===== src/design/usr_pkg.sv =====
// Shared codes for the unordered set core: request types and result status.
// No dependencies; imported by the top level and by its checker.
`timescale 1ns / 1ps
`default_nettype none

package usr_pkg;

   // Request type codes carried on req_type.
   localparam logic [1:0] REQ_INSERT = 2'd0;
   localparam logic [1:0] REQ_DELETE = 2'd1;
   localparam logic [1:0] REQ_DUMP   = 2'd2;

   // Result status codes carried on rsp_status.
   localparam logic [1:0] STATUS_OK        = 2'd0;
   localparam logic [1:0] STATUS_FULL      = 2'd1;
   localparam logic [1:0] STATUS_EMPTY     = 2'd2;
   localparam logic [1:0] STATUS_NOT_FOUND = 2'd3;

   // Width of the stored_count field on the result channel.
   localparam int unsigned COUNT_PORT_W = 7;

endpackage : usr_pkg

`default_nettype wire


===== src/design/unordered_set_swap_remove_core.sv =====
// Top level of the unordered set core: request sequencer around one entry RAM.
// Depends on usr_pkg and usr_ram.
//
// Usage: one request is taken on the req_ channel (req_valid/req_ready) and
// carries req_type and req_value. Results leave on the rsp_ channel through
// an output register; every request except the unused type code gives at
// least one result, and the final one has rsp_last_of_run set.
// Delete scans the entry RAM one entry per cycle through its single read
// port. Dump streams one entry per cycle while the receiver does not stall.
// One request is worked on at a time; a new one is accepted once the
// previous one has handed its last result to the output register, even
// while that result still waits on rsp_ready.
// When the receiver stalls, the output register holds its result and the
// sequencer waits; dump reads are throttled so no entry is lost.
// Reset clears the entry count and all control state; the entry RAM is not
// cleared, since only entries below the count are ever read.
`timescale 1ns / 1ps
`default_nettype none

module unordered_set_swap_remove_core
   import usr_pkg::*;
#(
   parameter int unsigned CAPACITY = 16
) (
   input  wire logic                           clock,
   input  wire logic                           reset,
   input  wire logic                           req_valid,
   output logic                                req_ready,
   input  wire logic                     [1:0] req_type,
   input  wire logic signed             [31:0] req_value,
   output logic                                rsp_valid,
   input  wire logic                           rsp_ready,
   output logic                          [1:0] rsp_status,
   output logic signed                  [31:0] rsp_entry_value,
   output logic             [COUNT_PORT_W-1:0] rsp_stored_count,
   output logic                                rsp_last_of_run
);

   localparam int unsigned AW = (CAPACITY > 1) ? $clog2(CAPACITY) : 1;
   localparam int unsigned CW = $clog2(CAPACITY + 1);

   typedef enum logic [2:0] {
      ST_IDLE,
      ST_EXEC,
      ST_SCAN,
      ST_MOVE,
      ST_DUMP,
      ST_RESP
   } state_type;

   // Control registers.
   state_type         state_ff, state_in;
   logic [CW-1:0]     count_ff, count_in;
   logic [CW-1:0]     scan_ff, scan_in;
   logic              data_valid_ff, data_valid_in;
   logic              rsp_valid_ff, rsp_valid_in;

   // Payload registers.
   logic [1:0]        type_ff, type_in;
   logic [31:0]       value_ff, value_in;
   logic [AW-1:0]     cmp_idx_ff, cmp_idx_in;
   logic [AW-1:0]     hit_idx_ff, hit_idx_in;
   logic [1:0]        status_ff, status_in;
   logic [1:0]        rsp_status_ff, rsp_status_in;
   logic [31:0]       rsp_value_ff, rsp_value_in;
   logic [CW-1:0]     rsp_count_ff, rsp_count_in;
   logic              rsp_last_ff, rsp_last_in;

   // RAM port signals.
   logic              wr_en;
   logic [AW-1:0]     wr_addr;
   logic [31:0]       wr_data;
   logic              rd_en;
   logic [AW-1:0]     rd_addr;
   logic [31:0]       rd_data;

   // Helpers.
   logic              req_fire;
   logic              out_free;
   logic [CW-1:0]     count_less_one;
   logic [AW-1:0]     last_idx;
   logic              hit;
   logic              emit;
   logic [1:0]        emit_status;
   logic [31:0]       emit_value;
   logic              emit_last;
   logic              dump_emit;
   logic              dump_issue;

   usr_ram #(
      .WIDTH (32),
      .DEPTH (CAPACITY)
   ) u_entry_ram (
      .clock   (clock),
      .wr_en   (wr_en),
      .wr_addr (wr_addr),
      .wr_data (wr_data),
      .rd_en   (rd_en),
      .rd_addr (rd_addr),
      .rd_data (rd_data)
   );

   assign req_ready      = (state_ff == ST_IDLE);
   assign req_fire       = req_valid && req_ready;
   assign out_free       = !rsp_valid_ff || rsp_ready;
   assign count_less_one = count_ff - CW'(1);
   assign last_idx       = count_less_one[AW-1:0];
   assign hit            = data_valid_ff && (rd_data == value_ff);
   assign dump_emit      = data_valid_ff && out_free;
   assign dump_issue     = (!data_valid_ff || out_free) && (scan_ff < count_ff);

   // Request sequencer: decides RAM accesses, count updates and results.
   always_comb begin
      state_in      = state_ff;
      count_in      = count_ff;
      scan_in       = scan_ff;
      data_valid_in = data_valid_ff;
      type_in       = type_ff;
      value_in      = value_ff;
      cmp_idx_in    = cmp_idx_ff;
      hit_idx_in    = hit_idx_ff;
      status_in     = status_ff;
      wr_en         = 1'b0;
      wr_addr       = count_ff[AW-1:0];
      wr_data       = value_ff;
      rd_en         = 1'b0;
      rd_addr       = scan_ff[AW-1:0];
      emit          = 1'b0;
      emit_status   = status_ff;
      emit_value    = 32'd0;
      emit_last     = 1'b1;

      case (state_ff)
         ST_IDLE: begin
            if (req_fire) begin
               type_in       = req_type;
               value_in      = req_value;
               scan_in       = '0;
               data_valid_in = 1'b0;
               state_in      = ST_EXEC;
            end
         end

         ST_EXEC: begin
            case (type_ff)
               REQ_INSERT: begin
                  if (count_ff >= CW'(CAPACITY)) begin
                     status_in = STATUS_FULL;
                  end else begin
                     wr_en     = 1'b1;
                     count_in  = count_ff + CW'(1);
                     status_in = STATUS_OK;
                  end
                  state_in = ST_RESP;
               end
               REQ_DELETE: begin
                  if (count_ff == '0) begin
                     status_in = STATUS_EMPTY;
                     state_in  = ST_RESP;
                  end else begin
                     state_in = ST_SCAN;
                  end
               end
               REQ_DUMP: begin
                  if (count_ff == '0) begin
                     status_in = STATUS_EMPTY;
                     state_in  = ST_RESP;
                  end else begin
                     state_in = ST_DUMP;
                  end
               end
               default: begin
                  // The unused type code changes nothing and gives no result.
                  state_in = ST_IDLE;
               end
            endcase
         end

         ST_SCAN: begin
            // Reads are issued one per cycle; each is compared in the next cycle.
            if (hit) begin
               rd_en         = 1'b1;
               rd_addr       = last_idx;
               hit_idx_in    = cmp_idx_ff;
               data_valid_in = 1'b0;
               state_in      = ST_MOVE;
            end else if (data_valid_ff && (cmp_idx_ff == last_idx)) begin
               status_in     = STATUS_NOT_FOUND;
               data_valid_in = 1'b0;
               state_in      = ST_RESP;
            end else if (scan_ff < count_ff) begin
               rd_en         = 1'b1;
               cmp_idx_in    = scan_ff[AW-1:0];
               scan_in       = scan_ff + CW'(1);
               data_valid_in = 1'b1;
            end else begin
               data_valid_in = 1'b0;
            end
         end

         ST_MOVE: begin
            // The last entry, just read, overwrites the matching slot.
            wr_en     = 1'b1;
            wr_addr   = hit_idx_ff;
            wr_data   = rd_data;
            count_in  = count_less_one;
            status_in = STATUS_OK;
            state_in  = ST_RESP;
         end

         ST_DUMP: begin
            // Stream entries; a read is issued only when its data can move on.
            if (dump_emit) begin
               emit        = 1'b1;
               emit_status = STATUS_OK;
               emit_value  = rd_data;
               emit_last   = (cmp_idx_ff == last_idx);
            end
            if (dump_issue) begin
               rd_en         = 1'b1;
               cmp_idx_in    = scan_ff[AW-1:0];
               scan_in       = scan_ff + CW'(1);
               data_valid_in = 1'b1;
            end else if (dump_emit) begin
               data_valid_in = 1'b0;
            end
            if (dump_emit && (cmp_idx_ff == last_idx)) begin
               data_valid_in = 1'b0;
               state_in      = ST_IDLE;
            end
         end

         ST_RESP: begin
            if (out_free) begin
               emit     = 1'b1;
               state_in = ST_IDLE;
            end
         end

         default: begin
            state_in = ST_IDLE;
         end
      endcase
   end

   // Output register next values.
   always_comb begin
      rsp_valid_in  = rsp_valid_ff;
      rsp_status_in = rsp_status_ff;
      rsp_value_in  = rsp_value_ff;
      rsp_count_in  = rsp_count_ff;
      rsp_last_in   = rsp_last_ff;
      if (emit) begin
         rsp_valid_in  = 1'b1;
         rsp_status_in = emit_status;
         rsp_value_in  = emit_value;
         rsp_count_in  = count_ff;
         rsp_last_in   = emit_last;
      end else if (rsp_ready) begin
         rsp_valid_in = 1'b0;
      end
   end

   // State and registered outputs.
   always_ff @(posedge clock) begin
      if (reset) begin
         state_ff      <= ST_IDLE;
         count_ff      <= '0;
         scan_ff       <= '0;
         data_valid_ff <= 1'b0;
         rsp_valid_ff  <= 1'b0;
      end else begin
         state_ff      <= state_in;
         count_ff      <= count_in;
         scan_ff       <= scan_in;
         data_valid_ff <= data_valid_in;
         rsp_valid_ff  <= rsp_valid_in;
      end
      type_ff       <= type_in;
      value_ff      <= value_in;
      cmp_idx_ff    <= cmp_idx_in;
      hit_idx_ff    <= hit_idx_in;
      status_ff     <= status_in;
      rsp_status_ff <= rsp_status_in;
      rsp_value_ff  <= rsp_value_in;
      rsp_count_ff  <= rsp_count_in;
      rsp_last_ff   <= rsp_last_in;
   end

   assign rsp_valid        = rsp_valid_ff;
   assign rsp_status       = rsp_status_ff;
   assign rsp_entry_value  = $signed(rsp_value_ff);
   assign rsp_stored_count = COUNT_PORT_W'(rsp_count_ff);
   assign rsp_last_of_run  = rsp_last_ff;

endmodule : unordered_set_swap_remove_core

`default_nettype wire


===== src/design/usr_ram.sv =====
// Generic single-port-write, single-port-read RAM with a registered read.
// No dependencies; the read data holds while rd_en is low.
`timescale 1ns / 1ps
`default_nettype none

module usr_ram #(
   parameter int unsigned WIDTH = 32,
   parameter int unsigned DEPTH = 16,
   localparam int unsigned ADDR_W = (DEPTH > 1) ? $clog2(DEPTH) : 1
) (
   input  wire logic              clock,
   input  wire logic              wr_en,
   input  wire logic [ADDR_W-1:0] wr_addr,
   input  wire logic [WIDTH-1:0]  wr_data,
   input  wire logic              rd_en,
   input  wire logic [ADDR_W-1:0] rd_addr,
   output logic      [WIDTH-1:0]  rd_data
);

   logic [WIDTH-1:0] mem [DEPTH];

   // Write port and registered read port.
   always_ff @(posedge clock) begin
      if (wr_en) begin
         mem[wr_addr] <= wr_data;
      end
      if (rd_en) begin
         rd_data <= mem[rd_addr];
      end
   end

endmodule : usr_ram

`default_nettype wire


===== config.mk =====
export PLATFORM = sky130hd
export DESIGN_NAME = unordered_set_swap_remove_core
export DESIGN_NICKNAME = d
export VERILOG_FILES = /design/src/design/usr_pkg.sv /design/src/design/unordered_set_swap_remove_core.sv /design/src/design/usr_ram.sv
export SDC_FILE = /design/constraint.sdc
export NUM_CORES = 1
export LEC_CHECK = 0
export BUFFER_PORTS_ARGS = -buffer_cell sky130_fd_sc_hd__buf_2
export CAP_MARGIN = 10
export CORE_MARGIN = 5
export CORE_UTILIZATION = 40
export DETAILED_ROUTE_END_ITERATION = 6
export HOLD_SLACK_MARGIN = 0.02
export SLEW_MARGIN = 30
export SYNTH_ARGS = -nofsm -noshare
export SYNTH_HDL_FRONTEND = slang
export SYNTH_SLANG_ARGS = --single-unit

===== constraint.sdc =====
create_clock -name clock -period 5.5 [get_ports clock]
set_clock_uncertainty 0.1 [all_clocks]
set_input_delay 0.55 -clock clock [delete_from_list [all_inputs] [get_ports clock]]
set_output_delay 0.55 -clock clock [all_outputs]
set_load 0.01 [all_outputs]

==> results of run 1 <==
## power by group through the flow
| stage | Sequential (mW) | Clock, mW | Combinational [mW] |
|---|---|---|---|
| finish | 6.22 | 4.74 | 2.81 |
| floorplan | 6.25 | 0 | 2.01 |
| global route | 6.24 | 5.05 | 3.03 |
| detailed placement | 6.32 | 0 | 2.80 |
| CTS | 6.22 | 4.82 | 2.81 |
| global placement | 6.31 | 0 | 2.73 |
## Yosys cell counts, types with 13 or more instances
| library cell | number | area, um2 |
|---|---|---|
| nor2_1 | 50 | 188 |
| nand2_1 | 99 | 372 |
| nand4_1 | 13 | 81.3 |
| buf_2 | 24 | 120 |
| inv_1 | 20 | 75.1 |
| and2_1 | 39 | 244 |
| nor3_1 | 16 | 80.1 |
| edfxtp_1 | 628 | 18900 |
| xnor2_1 | 33 | 289 |
| a21oi_1 | 16 | 80.1 |
| mux2i_1 | 258 | 2580 |
| dfxtp_1 | 15 | 300 |
| o21ai_0 | 33 | 165 |
| o22ai_1 | 129 | 807 |
| or4_1 | 31 | 233 |
| clkbuf_1 | 35 | 131 |
## timing repair
action	4_1_cts	5_1_grt
hold buffers	7	0
resized for setup	0	0
buffers inserted	0	0
hold endpoints to repair	7	0
## final timing paths
| check | start | endpoint | slack [ns] |
|---|---|---|---|
| max | u_entry_ram.rd_data[30] | u_entry_ram.rd_data[1] | 0.50 |
| min | req_value[27] | value_ff[27] | 0.06 |
| max reg2reg | u_entry_ram.rd_data[30] | u_entry_ram.rd_data[1] | 0.50 |
| min reg2reg | cmp_idx_ff[3] | hit_idx_ff[3] | 0.39 |
## registers in the layout, indices dropped and copies added, names as in the netlist
register,flops
u_entry_ram.mem,512
rsp_entry_value,32
u_entry_ram.rd_data,32
value_ff,32
count_ff,5
rsp_count_ff,5
scan_ff,5
cmp_idx_ff,4
hit_idx_ff,4
state_ff,3
rsp_status,2
status_ff,2
type_ff,2
data_valid_ff,1
rsp_last_of_run,1
rsp_valid,1
## routing by layer
| metal | track usage | up-vias |
|---|---|---|
| met3 | 0.0437 | 71 |
| met4 | 0.0450 | 0 |
| met1 | 0.274 | 7349 |
| li1 | - | 6375 |
| met2 | 0.289 | 619 |
| met5 | 0 | - |
## metrics by stage
step                setup WS, ns  utilization
global placement           0.800        0.434
CTS                        0.655        0.472
global route               0.408        0.472
detailed placement         0.682        0.434
finish                     0.503        0.472
floorplan                   1.32            -
## kinds of logic (layout without fill, tap and decap cells)
kind of cell / count (synthesis) / after routing / synth area share
AOI/OAI and AO/OA: 212 / 212 / 0.0527
xor gates and xnor gates: 35 / 35 / 0.0120
adders and majority gates: 12 / 12 / 0.00586
buffers and inverters: 100 / 291 / 0.0189
DFF: 643 / 643 / 0.748
muxes: 258 / 258 / 0.101
other: 1 / 2 / 0.000146
and+or+nand+nor: 299 / 299 / 0.0614
## layout make-up
class / instances / area [um2]
fill: 5338 / 33300
sequential: 643 / 19200
multi-input combinational: 818 / 6210
clock buffer: 88 / 1900
tap: 846 / 1060
timing repair buffer: 143 / 1020
clock inverter: 38 / 425
inverter: 22 / 82.6
==> results.toml, run 1 <==
[status]
status = "finished clean"

[setup_path]
slowest_delay_ns = 0.83
cp.depth = 9
crit_type = "flip-flop to flip-flop"
critPathTopFamily = "simple AND/OR/NAND/NOR gates"
path_cells = "xnor2_1, nand4_1, nor2_1, nand3_1, nor3_4, mux2i_4, buf_4, o22ai_1, or4_1"
cp-end-kind = "flip-flop"
cp_max_fo = 17
critPathLaunchType = "flip-flop"
path_buf_inv = 1
rr_worst_depth = 9
crit_slowest_cell = "mux2i_4"
crit_arrival_ns = 5.22
required_ns = 5.72

[logic_synthesis]
synth_edf_count = 628
synth_area_per_cell_um2 = 16.4
ys_types = 58
syn_inst = 1560
netlist_area_um2 = 25600
yosys_warnings = 0
async_reset_ff_frac = 0
synth_ff_type = "edfxtp_1"
synth_seq_area_share = 0.748
ys_ff_latch = 643

[power]
ir_drop_mv = 0.265
p_per_area_nw_per_um2 = 461
switchingPower_mw = 3.80
fin_total_pwr_mw = 13.8
p_leak_nw = 11.4
seq_power_share = 0.452
combPwrFrac = 0.204
p_sw_frac = 0.276
intPower_mw = 9.97
clock_power_share = 0.344

[floorplan]
dieArea_um2 = 69200
start_util = 0.405
core_area_um2 = 63200
die_h_um = 263
ios = 82
die_x_um = 263
core.rowCount = 92

[detailed_routing]
drc = 0
postRouteAntennaNets = 0
dr.pass1.iters = 5
vias = 14414
vias_per_cell = 5.55
wl_met2_um = 30600
dr_wl_met3_um = 5540
drtIter0Drc = 1549
post_drt_wl_per_cell_um = 25.8
wl_met1_um = 29800
route.top_layer_used = "met4"
wl_um = 67100

[global_route]
track_usage = 0.188
grt_max_degree = 92
grt_antenna_before_repair = 2
overflow = 0
grt_pass1_wl_um = 96800
first_global_vias = 14127

[sta]
rsz0062_at_grt = "no"
fin_setup_tns_ns = 0
fin_crit_ns = 5.00
whs_ns = 0.0560
hold_viol_final = 0
fmax_mhz = 200
max_slew.worst_pin.slew_ns = 0.961
timing.slew.headroom = 0.356
setup-violations-final = 0
slew_violations = 0
finalCritPeriodShare = 0.908

[cts]
cts_tree = "built"
clk_latency_ns = 0.61
cts_root_buffer = "clkbuf_16"
cts_buffers = 69
cts_htree_levels = 3
clkTransAtPathRegs_ns = 0.06
cts_num_sinks = 643
clock_path_buffers = 3

[placement]
place_congestion = 0.837
dp_hpwl_um = 38300
portBuffers = 79
dp.cells = 2465
post_dp_cell_area_um2 = 27500

[final_layout]
syn2layout_area_growth_pct = 16.6
mostFrequentLayoutCell = "edfxtp_1"
drive_above_1_share = 0.159
layout_common_cells = "edfxtp_1, mux2i_1, o22ai_1"
final_area_um2 = 29900
final_cells = 2598
fin_nets = 1747
diodes = 0

[worst_hold_path]
holdPathStages = 1
hp-class = "input port to flip-flop"

[flow_run]
cap_violations = 0
(Power assumes the default switching activity.)
==> run 2, diff against run 1 <==
CORE_ASPECT_RATIO = 1.4   (was unset)
==> run 2 against run 1 <==
Against the previous run: worst hold slack lost 0.0064 ns; clock power shrank 19%; sequential power is essentially flat; power shrank 6.8%; largest cell class unchanged; cell area shrank 1.7%; first-iteration DRC count shrank 18%.
==> results.toml, run 2 (synthesized netlist as in run 1, its figures left out) <==
[final_layout]
diodes = 0
register_area_um2 = 19200
regMostFlops = "u_entry_ram.mem"
fill_cells = 5420
fin_nets = 1745
largest_reg_flops = 512
syn2layout_area_growth_pct = 14.6
drive_above_1_share = 0.145
mostFrequentLayoutCell = "edfxtp_1"
layout_common_cells = "edfxtp_1, mux2i_1, o22ai_1"
multi_input_area_um2 = 6210
postLayoutCoreUtil = 0.464

[sta]
fin_crit_ns = 4.79
finalCritPeriodShare = 0.871
hold_viol_final = 0
max_slew.worst_pin.slew_ns = 1.02
timing.slew.headroom = 0.320
fin_setup_tns_ns = 0
slew_violations = 0
setup-violations-final = 0
rsz0062_at_grt = "no"
setup_ws_ns = 0.708
whs_ns = 0.0496
fmax_mhz = 209

[cts]
clock_path_buffers = 3
cts_resized = 0
clk_latency_ns = 0.62
cts_num_sinks = 643
postCtsSetupBuffers = 0
cts_buffers = 57
cts_htree_levels = 2
clkTransAtPathRegs_ns = 0.07
cts_tree = "built"
cts_root_buffer = "clkbuf_16"

[setup_path]
crit_slowest_cell = "nor3_4"
slowest_delay_ns = 0.72
cp_max_fo = 20
critPathTopFamily = "simple AND/OR/NAND/NOR gates"
critPathLaunchType = "flip-flop"
crit_arrival_ns = 5.02
required_ns = 5.73
path_buf_inv = 1
path_cells = "xnor2_1, nand4_1, nor2_1, nand4_2, nor3_4, mux2i_4, buf_4, o22ai_1, or4_1"
crit_type = "flip-flop to flip-flop"
reg2reg_slack_ns = 0.71
cp-end-kind = "flip-flop"

[placement]
dp_hpwl_um = 39200
place_congestion = 0.842
portBuffers = 79
preCtsSetupSlack_ns = 0.730

[detailed_routing]
drc = 0
post_drt_wl_per_cell_um = 25.1
drtIter0Drc = 1277
postRouteAntennaNets = 0
vias = 14050
wl_um = 64500
dr.pass1.iters = 7
vias_per_cell = 5.46

[floorplan]
die_h_um = 309
start_util = 0.405
die_x_um = 224
dieArea_um2 = 69300
core.rowCount = 109
core_area_um2 = 63300
ios = 82

[global_route]
first_global_vias = 14094
grt_pass1_wl_um = 93600
track_usage = 0.182
overflow = 0
grt_antenna_before_repair = 0
grt_max_degree = 86

[flow_run]
cap_violations = 0

[status]
status = "finished clean"

[power]
p_per_area_nw_per_um2 = 438
fin_total_pwr_mw = 12.8
ir_drop_mv = 0.310
p_leak_nw = 11.1

[worst_hold_path]
hp-class = "input port to flip-flop"
## run 2: cell types whose count changed in the layout (fill, tap and decap cells not counted), sizes merged
cell         change
buf              -4
clkinvlp         +2
clkbuf          -13
bufinv           -5
dlygate4sd3     +14
clkinv           -6
## run 2: power by group
group | leakage, nW | internal [mW] | total, mW | switching, mW
logic | 4.41 | 0.997 | 2.74 | 1.75
clock network | 0.863 | 2.13 | 3.86 | 1.73
registers | 5.86 | 6.06 | 6.23 | 0.172
total | 11.1 | 9.19 | 12.8 | 3.65
## run 2: cell type report
cell class              count  area share
clock buffers              75      0.0517
flip-flops and latches    643       0.653
multi-input cells         818       0.212
clock inverters            29     0.00921
inverters                  22     0.00281
repair buffers            153      0.0359
well taps                 832      0.0355
## run 2: worst paths after layout
kind | end | from | cells past startpoint
min reg2reg | hit_idx_ff[0] | cmp_idx_ff[0] | 0
max | u_entry_ram.rd_data[1] | value_ff[26] | 9
min | value_ff[3] | req_value[3] | 1
max reg2reg | u_entry_ram.rd_data[1] | value_ff[26] | 9
## run 2: through the flow
stage / instance area [um2] / instances
after detailed placement: 27300 / 2447
after global routing: 29300 / 2572
final: 29300 / 2572
after global placement: 27300 / 2447
after floorplan: 25600 / 1561
after CTS: 29300 / 2572
## run 2: metal layers
layer  up-vias  wire (um)  global-route usage
met2       469      32000               0.315
li1       6368          -                   -
met5         -          0                   0
met3       122       4040              0.0313
met1      7091      25800               0.230
met4         0       2640              0.0706
## run 2: what timing repair did
item | CTS | global route
hold endpoints to repair | 21 | 0
hold buffers | 21 | 0
setup endpoints to repair | 0 | 0
## run 2: worst reg2reg max path, stage by stage (launching register included)
cell	delay, ns
edfxtp_1	0.42
xnor2_1	0.64
nand4_1	0.26
nor2_1	0.31
nand4_2	0.29
nor3_4	0.72
mux2i_4	0.64
buf_4	0.43
o22ai_1	0.16
or4_1	0.53
